--- src/rtl/usf_pkg.sv ---
// ============================================================================
// usf_pkg: shared types and helpers for the UTF-16 surrogate fixer
// Surrogate tags, replacement words and the request passed from front to back.
// ============================================================================
`default_nettype none

package usf_pkg;

    localparam logic [15:0] SURR_MASK = 16'hfc00;
    localparam logic [15:0] HIGH_TAG  = 16'hd800;
    localparam logic [15:0] LOW_TAG   = 16'hdc00;
    localparam logic [15:0] REPL_LE   = 16'hfffd;
    localparam logic [15:0] REPL_BE   = 16'hfdff;

    // Three entries absorb the extra word of an end-of-string request at full rate.
    localparam int QUEUE_DEPTH = 3;
    localparam int QUEUE_AW    = $clog2(QUEUE_DEPTH);

    // One request per accepted unit that ends the string or finds a unit held:
    // the held unit to release and/or the final unit, both already resolved.
    typedef struct packed {
        logic        held_emit;
        logic [15:0] held_unit;
        logic        cur_emit;
        logic [15:0] cur_unit;
    } usf_req_t;

    function automatic logic [15:0] to_value(input logic [15:0] raw, input logic bo);
        return bo ? {raw[7:0], raw[15:8]} : raw;
    endfunction

    function automatic logic is_high(input logic [15:0] raw, input logic bo);
        return (to_value(raw, bo) & SURR_MASK) == HIGH_TAG;
    endfunction

    function automatic logic is_low(input logic [15:0] raw, input logic bo);
        return (to_value(raw, bo) & SURR_MASK) == LOW_TAG;
    endfunction

    function automatic logic [15:0] replacement(input logic bo);
        return bo ? REPL_BE : REPL_LE;
    endfunction

endpackage

`default_nettype wire

--- src/rtl/usf_front.sv ---
// ============================================================================
// usf_front: accept and classify code units
// Holds one unit back, resolves pairing and pushes a request per later or last unit.
// ============================================================================
`default_nettype none

module usf_front
    import usf_pkg::*;
(
    input  wire logic        aclk,
    input  wire logic        aresetn,
    input  wire logic        byte_order,
    input  wire logic        s_tvalid,
    output logic             s_tready,
    input  wire logic [15:0] s_tdata,    // [15:0] code_unit
    input  wire logic        s_tlast,    // end_of_string
    input  wire logic        q_full,
    output logic             q_push,
    output usf_req_t         q_req
);

    logic [15:0] held_unit_reg, held_unit_next;
    logic        held_valid_reg, held_valid_next;
    logic        accept;
    logic        prev_high;
    logic [15:0] cur_fixed;

    assign s_tready = !q_full;
    assign accept   = s_tvalid && s_tready;

    always_comb begin
        prev_high = held_valid_reg && is_high(held_unit_reg, byte_order);

        q_req.held_emit = held_valid_reg;
        q_req.held_unit = (prev_high && !is_low(s_tdata, byte_order))
                        ? replacement(byte_order) : held_unit_reg;

        // A low surrogate without a high one just before it is unpaired.
        cur_fixed = (is_low(s_tdata, byte_order) && !prev_high)
                  ? replacement(byte_order) : s_tdata;
        q_req.cur_emit = s_tlast;
        q_req.cur_unit = (s_tlast && is_high(cur_fixed, byte_order))
                       ? replacement(byte_order) : cur_fixed;

        // Nothing to send for a first unit that is not also the last.
        q_push = accept && (held_valid_reg || s_tlast);

        held_unit_next  = held_unit_reg;
        held_valid_next = held_valid_reg;
        if (accept) begin
            held_unit_next  = s_tlast ? 16'h0000 : cur_fixed;
            held_valid_next = !s_tlast;
        end
    end

    always_ff @(posedge aclk) begin
        if (!aresetn) begin
            held_unit_reg  <= 16'h0000;
            held_valid_reg <= 1'b0;
        end else begin
            held_unit_reg  <= held_unit_next;
            held_valid_reg <= held_valid_next;
        end
    end

endmodule

`default_nettype wire

--- src/rtl/usf_queue.sv ---
// ============================================================================
// usf_queue: short request queue between front and back
// Three-entry FIFO; push and pop may happen in the same cycle.
// ============================================================================
`default_nettype none

module usf_queue
    import usf_pkg::*;
(
    input  wire logic aclk,
    input  wire logic aresetn,
    input  wire logic push,
    input  usf_req_t  push_req,
    input  wire logic pop,
    output usf_req_t  head_req,
    output logic      empty,
    output logic      full
);

    usf_req_t                mem_reg [QUEUE_DEPTH];
    logic [QUEUE_AW-1:0]     wr_ptr_reg, wr_ptr_next;
    logic [QUEUE_AW-1:0]     rd_ptr_reg, rd_ptr_next;
    logic [QUEUE_AW:0]       count_reg, count_next;
    logic                    do_push, do_pop;

    assign empty    = (count_reg == '0);
    assign full     = (count_reg == (QUEUE_AW+1)'(QUEUE_DEPTH));
    assign do_push  = push && !full;
    assign do_pop   = pop && !empty;
    assign head_req = mem_reg[rd_ptr_reg];

    always_comb begin
        wr_ptr_next = wr_ptr_reg;
        rd_ptr_next = rd_ptr_reg;
        count_next  = count_reg;
        if (do_push) begin
            wr_ptr_next = (wr_ptr_reg == QUEUE_AW'(QUEUE_DEPTH - 1))
                        ? '0 : wr_ptr_reg + 1'b1;
        end
        if (do_pop) begin
            rd_ptr_next = (rd_ptr_reg == QUEUE_AW'(QUEUE_DEPTH - 1))
                        ? '0 : rd_ptr_reg + 1'b1;
        end
        unique case ({do_push, do_pop})
            2'b10:   count_next = count_reg + 1'b1;
            2'b01:   count_next = count_reg - 1'b1;
            default: count_next = count_reg;
        endcase
    end

    always_ff @(posedge aclk) begin
        if (do_push) begin
            mem_reg[wr_ptr_reg] <= push_req;
        end
    end

    always_ff @(posedge aclk) begin
        if (!aresetn) begin
            wr_ptr_reg <= '0;
            rd_ptr_reg <= '0;
            count_reg  <= '0;
        end else begin
            wr_ptr_reg <= wr_ptr_next;
            rd_ptr_reg <= rd_ptr_next;
            count_reg  <= count_next;
        end
    end

endmodule

`default_nettype wire

--- src/rtl/usf_back.sv ---
// ============================================================================
// usf_back: emit resolved code units
// Pops requests and drives the output register, one or two words each.
// ============================================================================
`default_nettype none

module usf_back
    import usf_pkg::*;
(
    input  wire logic        aclk,
    input  wire logic        aresetn,
    input  usf_req_t         head_req,
    input  wire logic        q_empty,
    output logic             q_pop,
    output logic             m_tvalid,
    input  wire logic        m_tready,
    output logic [15:0]      m_tdata,    // [15:0] fixed_unit
    output logic             m_tlast     // last_out
);

    logic        out_valid_reg, out_valid_next;
    logic [15:0] out_unit_reg, out_unit_next;
    logic        out_last_reg, out_last_next;
    logic        pend_valid_reg, pend_valid_next;
    logic [15:0] pend_unit_reg, pend_unit_next;
    logic        advance;

    assign advance  = !out_valid_reg || m_tready;
    assign m_tvalid = out_valid_reg;
    assign m_tdata  = out_unit_reg;
    assign m_tlast  = out_last_reg;

    always_comb begin
        out_valid_next  = out_valid_reg;
        out_unit_next   = out_unit_reg;
        out_last_next   = out_last_reg;
        pend_valid_next = pend_valid_reg;
        pend_unit_next  = pend_unit_reg;
        q_pop           = 1'b0;
        if (advance) begin
            priority if (pend_valid_reg) begin
                // second word of an end-of-string request
                out_valid_next  = 1'b1;
                out_unit_next   = pend_unit_reg;
                out_last_next   = 1'b1;
                pend_valid_next = 1'b0;
            end else if (!q_empty) begin
                q_pop          = 1'b1;
                out_valid_next = 1'b1;
                if (head_req.held_emit) begin
                    out_unit_next   = head_req.held_unit;
                    out_last_next   = 1'b0;
                    pend_valid_next = head_req.cur_emit;
                    pend_unit_next  = head_req.cur_unit;
                end else begin
                    out_unit_next = head_req.cur_unit;
                    out_last_next = 1'b1;
                end
            end else begin
                out_valid_next = 1'b0;
            end
        end
    end

    always_ff @(posedge aclk) begin
        out_unit_reg  <= out_unit_next;
        out_last_reg  <= out_last_next;
        pend_unit_reg <= pend_unit_next;
    end

    always_ff @(posedge aclk) begin
        if (!aresetn) begin
            out_valid_reg  <= 1'b0;
            pend_valid_reg <= 1'b0;
        end else begin
            out_valid_reg  <= out_valid_next;
            pend_valid_reg <= pend_valid_next;
        end
    end

endmodule

`default_nettype wire

--- src/rtl/utf16_surrogate_fixer_core.sv ---
// ============================================================================
// utf16_surrogate_fixer_core: replace unpaired UTF-16 surrogates with U+FFFD
// Front classifies units, a three-entry queue decouples it from the back end.
// ============================================================================
//
//  channel  | direction | tdata            | tlast
//  ---------+-----------+------------------+---------------
//  s_       | in        | [15:0] code_unit | end_of_string
//  m_       | out       | [15:0] fixed_unit| last_out
//  cfg_     | in        | [0] byte_order   | -
//
//  One unit accepted per cycle while the request queue is not full; output
//  lags input by one unit, and the last unit of a string yields two output
//  words when a unit is held. A released word passes through the request
//  queue and the output register before it is valid on m_.
//  Reset (aresetn low, synchronous) drops the held unit and empties the queue.
//  s_tready falls only when the request queue is full behind a stalled m_.
//
`default_nettype none

module utf16_surrogate_fixer_core
    import usf_pkg::*;
(
    input  wire logic        aclk,
    input  wire logic        aresetn,
    input  wire logic        cfg_we,
    input  wire logic        cfg_wdata,  // [0] byte_order
    input  wire logic        s_tvalid,
    output logic             s_tready,
    input  wire logic [15:0] s_tdata,    // [15:0] code_unit
    input  wire logic        s_tlast,    // end_of_string
    output logic             m_tvalid,
    input  wire logic        m_tready,
    output logic [15:0]      m_tdata,    // [15:0] fixed_unit
    output logic             m_tlast     // last_out
);

    logic     byte_order_reg;
    logic     q_push, q_pop, q_empty, q_full;
    usf_req_t push_req, head_req;

    always_ff @(posedge aclk) begin
        if (!aresetn) begin
            byte_order_reg <= 1'b0;
        end else if (cfg_we) begin
            byte_order_reg <= cfg_wdata;
        end
    end

    usf_front u_front (
        .aclk       (aclk),
        .aresetn    (aresetn),
        .byte_order (byte_order_reg),
        .s_tvalid   (s_tvalid),
        .s_tready   (s_tready),
        .s_tdata    (s_tdata),
        .s_tlast    (s_tlast),
        .q_full     (q_full),
        .q_push     (q_push),
        .q_req      (push_req)
    );

    usf_queue u_queue (
        .aclk     (aclk),
        .aresetn  (aresetn),
        .push     (q_push),
        .push_req (push_req),
        .pop      (q_pop),
        .head_req (head_req),
        .empty    (q_empty),
        .full     (q_full)
    );

    usf_back u_back (
        .aclk     (aclk),
        .aresetn  (aresetn),
        .head_req (head_req),
        .q_empty  (q_empty),
        .q_pop    (q_pop),
        .m_tvalid (m_tvalid),
        .m_tready (m_tready),
        .m_tdata  (m_tdata),
        .m_tlast  (m_tlast)
    );

endmodule

`default_nettype wire

--- config.mk ---
export PLATFORM = sky130hd
export DESIGN_NAME = utf16_surrogate_fixer_core
export DESIGN_NICKNAME = d
export VERILOG_FILES = /design/src/rtl/usf_pkg.sv /design/src/rtl/usf_front.sv /design/src/rtl/usf_queue.sv /design/src/rtl/usf_back.sv /design/src/rtl/utf16_surrogate_fixer_core.sv
export SDC_FILE = /design/constraint.sdc
export NUM_CORES = 1
export LEC_CHECK = 0
export BUFFER_PORTS_ARGS = -buffer_cell sky130_fd_sc_hd__buf_2
export CAP_MARGIN = 20
export CELL_PAD_IN_SITES_DETAIL_PLACEMENT = 0
export CELL_PAD_IN_SITES_GLOBAL_PLACEMENT = 1
export CORE_ASPECT_RATIO = 2
export CORE_UTILIZATION = 50
export DETAILED_ROUTE_END_ITERATION = 16
export PLACE_DENSITY = 0.84
export SLEW_MARGIN = 10
export SYNTH_ARGS = -nofsm -noshare
export SYNTH_HDL_FRONTEND = slang
export SYNTH_SLANG_ARGS = --single-unit
--- constraint.sdc ---
create_clock -name aclk -period 5.6 [get_ports aclk]
set_input_delay 1.12 -clock aclk [delete_from_list [all_inputs] [get_ports aclk]]
set_output_delay 1.12 -clock aclk [all_outputs]
set_load 0.01 [all_outputs]
==> results.md <==
* Status: complete, no violations
* Skew final at about 0.011 ns
* R2r startpoint: u_front.held_valid_reg$_SDFFE_PN0N_
* RR Endpoint: u_queue.count_reg[2]$_SDFFE_PN0P_
* Hold Path End: u_front.held_unit_reg[1]$_SDFFE_PN0N_
* Row count at 59
* Die span in x at 83.14 um
* Sequential area share after synthesis at 0.7039
* Clock sinks at ~160
* CP Max Fanout at 8
* Hold_buf cts at 0
* Initial antenna violation count at 0
* Largest register FFs at 102
* Area grow syn2layout at 14.42%
* Adder-cell share of the synthesized area at 0.004941
* Fill cells at 1003
* Max_slew headroom at 0.3329
* PortBufs at 41
* Die area at 13660 um2
* Global-route wire length before repair at 18940 um
* CTS max path bufs at 2
* Setup TNS Final at 0 ns
* # resized after CTS at 0
* First-iteration detailed-routing DRC count at 220
* Static Leak at 2.661 nW
* Final setup viols at 0
* Vias per cell at 5.595
* GRT Resource Usage Total at 0.1848
* DRC viols at 0
* Fraction of layout cells with a size suffix above 1 at 0.2081
* H-tree Lvls at 4
* Area of the mapped netlist at 6584 um2
* CTS tree: built
* Gpl congestion at around 0.8
* Max VDD drop at 257.4 uV
* Worst hold path stage count at 2
* Starting Density at 0.5096
* Syn. warnings at 0
* Pwr Density at ~460 nW/um2
* Compound-Gate Fraction of Synth Area at 0.08362
* Critical Path Start Type: input pin
* Total gr overflow at 0
* Mux cell area share after synthesis at 0.08248
* Cells after DPL at between 600 and 700
* I/O pins at 42
* DP HPWL at roughly 7700 um
* Post-Synth Simple-Gate Area at 0.09996
* Largest net degree at the start of global routing at 69
* Nets at 531
* Post-route ant nets at 0
* Drt total wl at 12010 um
* Worst hold start: u_front.held_unit_reg[1]$_SDFFE_PN0N_
* Core area at 12920 um2
* Mapped Nets at 488
* Worst-path clk slew at about 0.070 ns
* Clk root buf: clkbuf_16
* Max_cap viols at 0
* Setup bufs post-CTS at 0
* Syn Area/Cell at 14.22 um2
* Largest family of logic cells by synthesized area: simple AND/OR/NAND/NOR gates
* ANT cells at 0
* Vias in the first global route at 3795
* Chip height at 164.3 um
* FF+latch count, synth at 164
* Gate Count Post-Synth at about 460
* Worst reg2reg path depth at 7
* CP arrival at 3.23 ns
* Yosys cell types at 48
* Overall power at approximately 3.4 mW
* Crit share post-route at 0.5135
* Fmax achieved at 347.7 MHz
* Clock latency on the worst-skew pair at 0.43 ns
* Cts bufs inserted at 17
* Mean routed wirelength per cell at roughly 18 um
* Worst min-delay path class: reg2reg
* Final Hold Fails at 0
* Slew @ Worst Pin at roughly 1 ns
* WP data required at 5.95 ns
* RSZ-0062 raised after global routing: false
* Worst R2R Setup Slack at between 3 and 4 ns
* Worst Path Class, Setup: in2reg
* Final Max Slew Viols at 0
* Worst Setup End Kind: flip-flop
* Clock period minus worst slack at 2.876 ns
* Non-Filler Instances at 671
* DR vias at 3754
* DR pass1 iterations at 4
* Xor/xnor share of the synthesized area at 0.002661
* Final core utilization at 0.5831
-- through the flow --
stage,cell area [um2],worst slack (ns),hold slack (ns)
2_1_floorplan,6584,1.209,0.4296
3_3_place_gp,6935,2.365,0.4534
3_5_place_dp,6935,2.273,0.4550
4_1_cts,7533,2.712,0.4730
5_1_grt,7533,2.611,0.4884
6_report,7533,2.724,0.4727
-- cell families (layout without fill, tap and decap cells) --
logic type,count (synthesis),after routing
AO/OA/AOI/OAI,87,87
XOR/XNOR,2,2
adder cells (fa/ha/maj),2,2
buffers and inverters,31,87
flip-flops,164,164
multiplexers,54,54
AND/OR/NAND/NOR,123,123
-- worst max-delay path by stage --
stage	slack, ns	to	depth (start not counted)	startpoint
floorplan	1.21	u_queue.mem_reg[1][0]$_DFFE_PP_	2	s_tvalid
global placement	2.36	u_queue.count_reg[2]$_SDFFE_PN0P_	8	s_tlast
detailed placement	2.27	u_queue.count_reg[2]$_SDFFE_PN0P_	8	s_tlast
finish	2.72	u_queue.count_reg[2]$_SDFFE_PN0P_	8	s_tlast
global route	2.61	u_queue.count_reg[2]$_SDFFE_PN0P_	8	s_tlast
CTS	2.71	u_queue.count_reg[2]$_SDFFE_PN0P_	8	s_tlast
-- power breakdown --
part           total (mW)  switching [mW]  internal (mW)
sequential           1.61          0.0523           1.56
clock                1.16           0.494          0.670
combinational       0.666           0.415          0.250
total                3.44           0.962           2.48
-- per-layer routing --
metal,vias to the layer above,share of wire,GRT usage
met2,114,0.54,0.3338
met1,1806,0.39,0.1970
met3,23,0.048,0.04673
li1,1811,-,-
met5,-,0,0
met4,0,0.028,0.09718
-- cells in the final DEF (no fill, tap or decap), types with 2 or more instances in the layout --
cell type	Yosys	layout
a221o_1	14	14
dfxtp_2	0	2
a21boi_0	3	3
nor2b_1	6	6
inv_6	0	3
buf_4	2	8
clkinv_4	0	5
nand4_1	2	2
dfxtp_1	29	27
nor3_1	3	2
edfxtp_1	135	135
o21ai_0	56	55
mux2i_1	52	52
clkbuf_16	0	17
or3_1	2	2
a2bb2oi_1	2	2
nand2b_1	15	15
bufinv_16	0	2
a32oi_1	2	2
and2_1	5	5
nor2_1	4	4
or2_2	14	14
inv_1	6	6
buf_2	7	41
nand2_1	56	56
o21ai_2	1	2
mux2_2	2	2
nor3b_2	0	2
nand3_1	2	2
nand4b_1	2	2
nor3_2	1	2
a21oi_1	3	3
inv_8	0	3
-- Yosys cell counts (all sizes together) --
| master | n | area, um2 |
|---|---|---|
| a32oi | 2 | 17.52 |
| nor2 | 4 | 15.01 |
| inv | 6 | 22.52 |
| nor3b | 3 | 33.78 |
| xor2 | 1 | 8.760 |
| o21a | 1 | 7.510 |
| a21oi | 3 | 15.01 |
| o21ai | 57 | 289.0 |
| o22ai | 1 | 6.260 |
| and4bb | 1 | 12.51 |
| mux2i | 52 | 520.5 |
| nand3 | 2 | 10.01 |
| nand3b | 2 | 18.77 |
| nand4 | 2 | 12.51 |
| edfxtp | 135 | 4054 |
| nor2b | 6 | 37.54 |
| dfxtp | 29 | 580.6 |
| nor3 | 4 | 25.02 |
| or3 | 2 | 12.51 |
| nor4 | 1 | 6.260 |
| buf | 11 | 72.56 |
| nand4b | 2 | 17.52 |
| clkbuf | 14 | 52.55 |
| o31ai | 1 | 7.510 |
| nand2 | 57 | 216.5 |
| fa | 1 | 20.02 |
| and3 | 1 | 6.260 |
| nand2b | 15 | 93.84 |
| a21boi | 3 | 22.52 |
| a2bb2oi | 2 | 17.52 |
| mux2 | 2 | 22.52 |
| and4b | 1 | 10.01 |
| or2 | 14 | 87.58 |
| a22oi | 2 | 20.02 |
| and2 | 5 | 31.28 |
| nand4bb | 1 | 11.26 |
| a221o | 14 | 140.1 |
| o211ai | 1 | 7.510 |
| ha | 1 | 12.51 |
| xnor2 | 1 | 8.760 |
-- critical path: stages --
cell and delay (ns):
buf_2 0.16, o211ai_1 0.52, ha_1 0.30, inv_1 0.07, fa_1 0.44, xor2_1 0.16, or3_1 0.30, a21boi_0 0.16
-- area by class of cell --
type	count	area, um2	area share
clock buffers	17	425.4	0.05647
flip-flops and latches	164	4637	0.6155
multi-input cells	268	1821	0.2417
repair buffers	49	265.3	0.03521
clock inverters	15	172.7	0.02292
well taps	152	190.2	0.02524
inverters	6	22.52	0.002990
Power figures use the tool's default switching activity.
